===== src/hdl/hst_pkg.sv =====
package hst_pkg;

  localparam int TABLE_SLOTS  = 128;
  localparam int SLOT_W       = $clog2(TABLE_SLOTS);
  localparam int ID_W         = 64;
  localparam int STATUS_W     = 8;
  localparam int SLOT_FIELD_W = 7;
  localparam int ACTION_W     = 2;
  // weighted byte sum: at most 255 * 98, fits 15 bits
  localparam int SUM_W        = 15;

  localparam logic [STATUS_W-1:0] EMPTY_STATUS = 8'hEE;

  localparam logic [4:0] HASH_WEIGHT [8] = '{5'd3, 5'd5, 5'd7, 5'd11,
                                             5'd13, 5'd17, 5'd19, 5'd23};

  typedef enum logic [ACTION_W-1:0] {
    ACT_INSERT = 2'd0,
    ACT_DELETE = 2'd1,
    ACT_WRITE  = 2'd2
  } action_t;

  typedef struct packed {
    logic [ACTION_W-1:0]     action;
    logic [ID_W-1:0]         id;
    logic [SLOT_FIELD_W-1:0] slot;
    logic [STATUS_W-1:0]     status_in;
  } req_t;

  typedef struct packed {
    logic                    ok;
    logic [SLOT_FIELD_W-1:0] slot_out;
    logic [STATUS_W-1:0]     status_out;
  } rsp_t;

  typedef enum logic [1:0] {
    WR_NONE,
    WR_INSERT,
    WR_DELETE,
    WR_STATUS
  } wr_op_t;

  typedef struct packed {
    wr_op_t              op;
    logic [SLOT_W-1:0]   addr;
    logic [ID_W-1:0]     id;
    logic [STATUS_W-1:0] status;
  } wr_t;

  typedef struct packed {
    logic                present;
    logic                deleted;
    logic [ID_W-1:0]     id;
    logic [STATUS_W-1:0] status;
  } rd_t;

  typedef struct packed {
    logic load;
    logic step;
  } addr_ctl_t;

  // home slot: prime-weighted sum of the id bytes, modulo the table size
  function automatic logic [SLOT_W-1:0] home_of(input logic [ID_W-1:0] key);
    logic [SUM_W-1:0] sum;
    sum = '0;
    for (int b = 0; b < 8; b++) begin
      sum = sum + SUM_W'(HASH_WEIGHT[b]) * SUM_W'(key[8*b +: 8]);
    end
    return SLOT_W'(sum % TABLE_SLOTS);
  endfunction

endpackage


===== src/hdl/hst_addr.sv =====
module hst_addr (
  input  logic                       clk,
  input  logic                       rst,
  input  hst_pkg::addr_ctl_t         ctl,
  input  logic [hst_pkg::ID_W-1:0]   id,
  output logic [hst_pkg::SLOT_W-1:0] idx,
  output logic                       last
);

  localparam logic [hst_pkg::SLOT_W-1:0] K_LAST = hst_pkg::SLOT_W'(hst_pkg::TABLE_SLOTS - 1);
  localparam logic [hst_pkg::SLOT_W:0]   SLOTS  = (hst_pkg::SLOT_W+1)'(hst_pkg::TABLE_SLOTS);

  logic [hst_pkg::SLOT_W-1:0] home;
  logic [hst_pkg::SLOT_W-1:0] stride;
  logic [hst_pkg::SLOT_W-1:0] k;
  logic [hst_pkg::SLOT_W:0]   sum;
  logic [hst_pkg::SLOT_W-1:0] idx_next;

  // single add with one conditional subtract: both terms are below the size
  assign sum      = {1'b0, idx} + {1'b0, stride};
  assign idx_next = (sum >= SLOTS) ? hst_pkg::SLOT_W'(sum - SLOTS) : sum[hst_pkg::SLOT_W-1:0];

  // next probe would wrap to home or exhaust the count
  assign last = (k == K_LAST) || (idx_next == home);

  always_ff @(posedge clk) begin
    if (rst) begin
      k <= '0;
    end else if (ctl.load) begin
      k <= '0;
    end else if (ctl.step) begin
      k <= k + 1'b1;
    end
  end

  always_ff @(posedge clk) begin
    if (ctl.load) begin
      home   <= hst_pkg::home_of(id);
      idx    <= hst_pkg::home_of(id);
      stride <= hst_pkg::SLOT_W'(id[7:0] % hst_pkg::TABLE_SLOTS);
    end else if (ctl.step) begin
      idx <= idx_next;
    end
  end

endmodule


===== config.mk =====
export PLATFORM = sky130hd
export DESIGN_NAME = hst_addr
export DESIGN_NICKNAME = d
export VERILOG_FILES = /design/src/hdl/hst_pkg.sv /design/src/hdl/hst_addr.sv
export SDC_FILE = /design/constraint.sdc
export NUM_CORES = 1
export LEC_CHECK = 0
export ABC_AREA = 1
export BUFFER_PORTS_ARGS = -buffer_cell sky130_fd_sc_hd__buf_2
export CORE_MARGIN = 2
export CORE_UTILIZATION = 53
export CTS_CLUSTER_DIAMETER = 150
export DETAILED_ROUTE_END_ITERATION = 6
export HOLD_SLACK_MARGIN = 0.03
export PLACE_DENSITY = 0.83
export REMOVE_ABC_BUFFERS = 1
export SLEW_MARGIN = 20
export SYNTH_ARGS = -nofsm -noshare
export SYNTH_HDL_FRONTEND = slang
export SYNTH_SLANG_ARGS = --single-unit

===== constraint.sdc =====
create_clock -name clk -period 7 [get_ports clk]
set_input_delay 1.05 -clock clk [delete_from_list [all_inputs] [get_ports clk]]
set_output_delay 1.05 -clock clk [all_outputs]
set_load 0.02 [all_outputs]

# ---- Word-level counts from Yosys, hierarchy flattened
# Cells that the tools add are included.
# W data, S select, Z words.
dict set report totals {
  reg_bits 28
  in_bits 68
  out_inout_bits 8
  word_cells 31
}
dict set report op_classes {
  addsub 10
  mul 8
  order_cmp 1
  n_eq_ne 2
  n_mux 3
  reduce_logical 3
}
# cell count
set ops {}
lappend ops {{$add A7 B7 Y7} 7}
lappend ops {{$mul A5 B8 Y7 const A} 3}
lappend ops {{$mux W7} 3}
lappend ops {{$mul A3 B8 Y7 const A} 2}
lappend ops {{$mul A4 B8 Y7 const A} 2}
lappend ops {{$add A7 B7 Y8} 1}
lappend ops {{$ge A8 B8 Y1 const B} 1}
lappend ops {{$mul A2 B8 Y7 const A} 1}
lappend ops {{$add A7 B1 Y7 const B} 1}
lappend ops {{$eq A7 B7 Y1} 1}
lappend ops {{$eq A7 B7 Y1 const B} 1}
lappend ops {{$sub A7 B1 Y7 const B} 1}
lappend ops {{$reduce_bool A2 Y1} 1}
lappend ops {{$reduce_or A2 Y1} 1}
lappend ops {{$logic_or A1 B1 Y1} 1}

# ---- Longest topological paths before layout
# Gate-level depths: netlist of the first run.
dict set report depth {
  ltp_word 9
  depth_mapped 31
  ltp_nobuf 31
}

# ---- Least setup slack after synthesis of the first run
# OpenSTA, ideal clock, no wires.
dict set report synth_path {
  kind {in2reg}
  startpoint {input id[18] (netlist bit)}
  endpoint {register idx[6] (netlist bit) (data pin)}
  setup_time_ns 0.252
  arrival_ns 6.845
  required_time_ns 6.748
  slack_ns -0.097
  cell_stages 28
  path_buffers 0
  path_cell_list {inv_1 -> fa_1 -> fa_1 -> inv_1 -> fa_1 -> fa_1 -> inv_1 -> fa_1 -> inv_1 -> fa_1 -> inv_1 -> fa_1 -> fa_1 -> fa_1 -> nand3b_1 -> a21o_1 -> nand2_1 -> nand2_1 -> nand2_1 -> inv_1 -> nand2_1 -> nand2_1 -> nand2_2 -> nand2_1 -> nand2_1 -> nand2_2 -> nand2_1 -> nand2_1}
}
dict set report synth_between {
  elab_chain_len 8
}
# item line
set synth_rtl {}
lappend synth_rtl {{start, declared} hst_addr.sv:5} ;# input logic [hst_pkg::ID_W-1:0] id,
lappend synth_rtl {{$mul A3 B8 Y7} hst_pkg.sv:67} ;# sum = sum + SUM_W'(HASH_WEIGHT[b]) * SUM_W'(key[8*b +: 8]);
lappend synth_rtl {{$add A7 B7 Y7 (6 in series)} hst_pkg.sv:67}
lappend synth_rtl {{$mux W7} hst_addr.sv:37} ;# if (ctl.load) begin
lappend synth_rtl {{end signal, assigned} hst_addr.sv:39} ;# idx <= hst_pkg::home_of(id);
lappend synth_rtl {{end signal, assigned} hst_addr.sv:42} ;# idx <= idx_next;
lappend synth_rtl {{end, declared} hst_addr.sv:6} ;# output logic [hst_pkg::SLOT_W-1:0] idx,
# No other way between the ends.
# A chain may end at the register's enable or synchronous reset.

# ---- Worst setup path in the final report of the first run
dict set report layout_path {
  startpoint {input id[33] (netlist bit)}
  endpoint {register idx[6] (netlist bit) (data pin)}
}
dict set report layout_between {
  elab_chain_len 6
}
# item line
set layout_rtl {}
lappend layout_rtl {{$mul A4 B8 Y7} hst_pkg.sv:67}
lappend layout_rtl {{$add A7 B7 Y7 (4 in series)} hst_pkg.sv:67}
lappend layout_rtl {{$mux W7} hst_addr.sv:37}
# No other way between the ends.

==> out/qor.yml, run 1 <==
clocking:
  cts.hold.buffers_added: 0
  clockBufferDepth: 2
  cts_buffers: 3
  clkTransAtPathRegs_ps: 100
  htree_levels: 1
  postCtsSetupBuffers: 0
  cts_tree: "built"
  cts.sink_count: 28
  root_buffer: "clkbuf_8"
  clk_latency_ps: 280
worst_setup_path:
  crit_path_top_delay_cell: "fa_1"
  worstReg2RegStart: "idx[0]$_DFFE_PP_"
  r2r_end: "idx[6]$_DFFE_PP_"
  crit_start: "id[33]"
  crit_fanout: 2
  critPathKind: "input pin to register"
  worst_setup_path_end_kind: "register"
  cp_data_required_time_ps: 7050
  arrival_ps: 6950
  ff2ff_path_depth: 10
  start_kind: "input pin"
  reg2reg_slack_ps: 4810
  crit_end: "idx[6]$_DFFE_PP_"
  slowest_delay_ps: 540
  path_common_cell: "fa_1"
grt:
  grt_overflow: 0
  globalRouteTotalUtil_pct: 21.8
  antenna_found_initial: 0
  grt_pass1_wl_um: 17200
  grt_max_degree: 29
  first_global_vias: 3975
sta:
  tightest_slew_ps: 518
  grt_setup_unrepaired: "yes"
  setup_viol: 0
  timing_hold_violations_final: 0
  clock.fmax_mhz: 145
  post-route-period-util_pct: 98.6
  finClkSkew_ps: 7.87
  slew_headroom_pct: 65.5
  fin_ws_ps: 96.6
  finalCriticalPeriod_ps: 6900
  drv_slew: 0
logic_synthesis:
  ys_seq_area_share_pct: 16.5
  postSynthCellCount: 537
  synth_top_family_by_area: "adder cells"
  muxShareOfSynthArea_pct: 0
  syn_area_per_cell_um2: 8.71
  yosys.area_share.simple_pct: 15.2
  netlist_area_um2: 4680
  synth-xor-area-share_pct: 6.74
  ys_warn_count: 0
  synth_cell_types: 25
  synth-adder-area-share_pct: 46.2
  synth-seq-cells: 28
  synth_compound_area_share_pct: 2.92
route:
  vias: 3672
  dr.pass1.iters: 4
  drc: 0
  drt-initial-drc-count: 111
  drt-vias-per-instance: 5.03
  wire_per_inst_um: 13.3
  wirelength_um: 9740
  ant_nets: 0
place:
  portBuffers: 67
  hpwl_um: 8630
  dpl_worst_slack_ps: -485
  globalplace.congestion: 0.898
  place_area_um2: 5250
min_path:
  hold_class: "register to register"
die:
  start_util_pct: 54.2
  die_area_um2: 9590
  fp.coreArea_um2: 8640
  die_x_um: 98.0
  std_cell_rows: 34
  die_h_um: 98.0
  ioPinCount: 76
layout:
  nFillCells: 696
  final_nets: 824
  design_area_um2: 5400
  num_antenna_cells: 0
  area_delta_synth_final_pct: 15.3
  final_core_util_pct: 62.5
  drive_gt1_share_pct: 20.1
job:
  maxCapViolCount: 0
status:
  status: "finished clean"
layout by cell type (no fill, tap or decap), types with 7 or more instances in the layout:
cell / count
a21oi_1: 11
buf_2: 66
buf_4: 15
dfxtp_1: 7
edfxtp_1: 21
fa_1: 63
ha_1: 63
inv_1: 141
inv_2: 12
nand2_1: 99
nand2_2: 12
nand3_1: 19
nand3b_1: 7
nor2_1: 10
o21ai_0: 9
xnor2_1: 20
xor2_1: 16
worst min path at each step:
stage / start / to / slack (ps) / depth (start not counted)
2_1_floorplan: k[5]$_SDFFE_PP0P_ / k[5]$_SDFFE_PP0P_ / 440 / 2
3_3_place_gp: k[5]$_SDFFE_PP0P_ / k[5]$_SDFFE_PP0P_ / 460 / 2
3_5_place_dp: k[5]$_SDFFE_PP0P_ / k[5]$_SDFFE_PP0P_ / 480 / 2
4_1_cts: k[5]$_SDFFE_PP0P_ / k[5]$_SDFFE_PP0P_ / 490 / 2
5_1_grt: k[1]$_SDFFE_PP0P_ / k[1]$_SDFFE_PP0P_ / 520 / 2
6_report: k[5]$_SDFFE_PP0P_ / k[5]$_SDFFE_PP0P_ / 490 / 2
Yosys cell counts:
master / count / area [µm²]
edfxtp_1: 21 / 631
xnor2_1: 20 / 175
ha_1: 67 / 838
a21oi_1: 12 / 60.1
a31oi_1: 1 / 6.26
dfxtp_1: 7 / 140
o21ai_1: 2 / 10.0
xor2_1: 16 / 140
nand3b_1: 7 / 52.6
buf_6: 1 / 11.3
nand2_1: 104 / 390
inv_2: 4 / 15.0
a21o_1: 1 / 7.51
nor2_1: 10 / 37.5
nand2_4: 1 / 11.3
inv_1: 149 / 559
fa_1: 66 / 1320
o21ai_0: 9 / 45.0
nand3_1: 20 / 100
nand3_2: 3 / 30.0
or2_2: 2 / 12.5
nor3_1: 4 / 20.0
nand2_2: 7 / 43.8
nand4_1: 2 / 12.5
o21a_1: 1 / 7.51
area by class of cell:
| cell class | count | area, µm² | share of cell area, % |
|---|---|---|---|
| clock buffers | 4 | 66.3 | 1.23 |
| inverters | 153 | 574 | 10.6 |
| well taps | 108 | 135 | 2.50 |
| flip-flops and latches | 28 | 771 | 14.3 |
| repair buffers | 82 | 458 | 8.49 |
| multi-input cells | 355 | 3390 | 62.8 |
through the flow:
stage                     setup TNS [ps]  instances  hold WS, ps
after floorplan                     -114        536          445
after global placement              -578        726          464
after detailed placement            -913        726          479
after CTS                              0        730          494
after global routing                -118        730          517
final                                  0        730          494
logic make-up (layout without fill, tap and decap cells):
logic type / Yosys count / after routing
buf+inv: 154 / 239
compound gates: 26 / 26
simple gates: 160 / 160
flops: 28 / 28
fa+ha+maj: 133 / 133
xor+xnor: 36 / 36
flip-flops by register name (all words and copies together), names as in the netlist:
signal,flops
home,7
idx,7
k,7
stride,7
per-layer routing:
metal  vias up  track usage, %  wire length, µm
li1       1783               -                -
met1      1766            26.4             3760
met4         0            4.27              122
met2       110            42.1             5380
met3        13            1.86              479
met5         -               0                0
critical path: cells and delay by family:
| family | cells | cell delay [ps] |
|---|---|---|
| adders and majority gates | 9 | 4390 |
| and+or+nand+nor | 12 | 990 |
| buffers and inverters | 7 | 360 |
| AOI/OAI and AO/OA | 1 | 180 |
timing repair:
action                     CTS  global route
setup endpoints to repair    2             2
pin swaps                   13            41
gates resized for setup      5            20
Power of run 1 is left out: the tool's default activity adds up to more than one toggle a clock period on the data nets, which glitch-free logic cannot reach.
==> run 2: changes to the inputs <==
--- a/config.mk
+++ b/config.mk
@@ -9,7 +9,6 @@
 export BUFFER_PORTS_ARGS = -buffer_cell sky130_fd_sc_hd__buf_2
 export CORE_MARGIN = 2
 export CORE_UTILIZATION = 53
-export CTS_CLUSTER_DIAMETER = 150
 export DETAILED_ROUTE_END_ITERATION = 6
 export HOLD_SLACK_MARGIN = 0.03
 export PLACE_DENSITY = 0.83
==> constraint.sdc (replaced) <==
create_clock -name clk -period 6 [get_ports clk]
set_input_delay 0.9 -clock clk [delete_from_list [all_inputs] [get_ports clk]]
set_output_delay 0.9 -clock clk [all_outputs]
set_load 0.02 [all_outputs]
==> out/qor.yml, run 2 (synthesized netlist as in run 1, its figures left out) <==
status:
  status: "finished, violations left"
  violations: "negative setup slack"
sta:
  tns_ps: -1180
  tightest_slew_ps: 533
  setup_viol: 3
  finalCriticalPeriod_ps: 6580
  grt_setup_unrepaired: "yes"
  post-route-period-util_pct: 110
  timing_hold_violations_final: 0
  worst_hold_slack_ps: 480
  clock.fmax_mhz: 152
  slew_headroom_pct: 64.5
  fin_ws_ps: -585
  finClkSkew_ps: 10.0
  drv_slew: 0
clocking:
  cts_buffers: 3
  cts_tree: "built"
  postCtsSetupBuffers: 0
  clkTransAtPathRegs_ps: 100
  root_buffer: "clkbuf_8"
  clk_latency_ps: 280
  cts.sink_count: 28
  htree_levels: 1
  clockBufferDepth: 2
  cts.hold.buffers_added: 0
grt:
  grt_max_degree: 29
  grt_overflow: 0
  first_global_vias: 4191
  globalRouteTotalUtil_pct: 22.1
  grt_pass1_wl_um: 17500
  antenna_found_initial: 0
worst_setup_path:
  slowest_delay_ps: 540
  critPathKind: "input pin to register"
  cp_data_required_time_ps: 6060
  crit_path_top_delay_cell: "fa_1"
  start_kind: "input pin"
  crit_fanout: 2
  path_common_cell: "fa_1"
  reg2reg_slack_ps: 3720
  worst_setup_path_end_kind: "register"
  arrival_ps: 6640
job:
  maxCapViolCount: 0
layout:
  layout_common_cells: "137 x inv_1, 99 x nand2_1, 65 x fa_1, 63 x ha_1, 63 x buf_2"
  final_common_cell: "inv_1"
  area_delta_synth_final_pct: 21.1
  final_nets: 852
  drive_gt1_share_pct: 24.3
  num_antenna_cells: 0
route:
  drt-initial-drc-count: 103
  wire_per_inst_um: 13.4
  dr.pass1.iters: 4
  wirelength_um: 10200
  vias: 3777
  drc: 0
  drt-vias-per-instance: 4.98
  ant_nets: 0
place:
  globalplace.congestion: 0.880
  portBuffers: 67
  hpwl_um: 8800
die:
  die_h_um: 98.0
  std_cell_rows: 34
  ioPinCount: 76
  start_util_pct: 54.2
  fp.coreArea_um2: 8640
  die_x_um: 98.0
  die_area_um2: 9590
min_path:
  hold_class: "register to register"
[run 2: cell count changes in the layout (fill, tap and decap cells not counted), moves of 2 or more]
cell,previous run,this run
inv_2,12,15
buf_2,66,63
fa_2,3,1
buf_4,15,41
buf_6,0,6
inv_1,141,137
fa_1,63,65
[run 2: stage by stage]
| stage | worst slack, ps | util (%) | cell area (µm²) | std cells |
|---|---|---|---|---|
| global route | -775 | 65.6 | 5670 | 758 |
| CTS | -542 | 65.0 | 5610 | 758 |
| detailed placement | -1270 | 63.2 | 5460 | 754 |
| global placement | -1120 | 63.2 | 5460 | 754 |
| floorplan | -947 | - | 4670 | 536 |
| finish | -585 | 65.6 | 5670 | 758 |
[run 2: final cells by class]
class | instances | area [µm²]
flip-flops and latches | 28 | 771
inverters | 153 | 577
fillers | 662 | 2970
clock inverters | 1 | 30.0
multi-input cells | 355 | 3420
clock buffers | 3 | 41.3
repair buffers | 110 | 691
well taps | 108 | 135
[run 2: critical path, delay by kind of cell]
| kind | cells | cell delay (ps) |
|---|---|---|
| fa+ha+maj | 9 | 4240 |
| simple gates | 12 | 900 |
| buf+inv | 7 | 400 |
| compound gates | 1 | 200 |
[run 2: timing repair]
action                     in CTS  in global routing
setup endpoints to repair       7                  5
pin swaps                      39                 15
resized for setup              19                 19
[run 2: final timing paths]
kind	from	endpoint	cells after the start
hold / removal	k[5]$_SDFFE_PP0P_	k[5]$_SDFFE_PP0P_	2
setup / recovery	id[33]	idx[6]$_DFFE_PP_	29
hold reg to reg	k[5]$_SDFFE_PP0P_	k[5]$_SDFFE_PP0P_	2
setup reg to reg	idx[0]$_DFFE_PP_	idx[6]$_DFFE_PP_	10
[run 2: metal layers]
| metal | global-route usage (%) | vias to the layer above | wire length (µm) |
|---|---|---|---|
| li1 | - | 1846 | - |
| met2 | 44.0 | 99 | 5640 |
| met1 | 25.4 | 1812 | 3990 |
| met3 | 0.931 | 20 | 272 |
| met4 | 6.52 | 0 | 250 |
| met5 | 0 | - | 0 |
Power of run 2 is left out for the same reason.
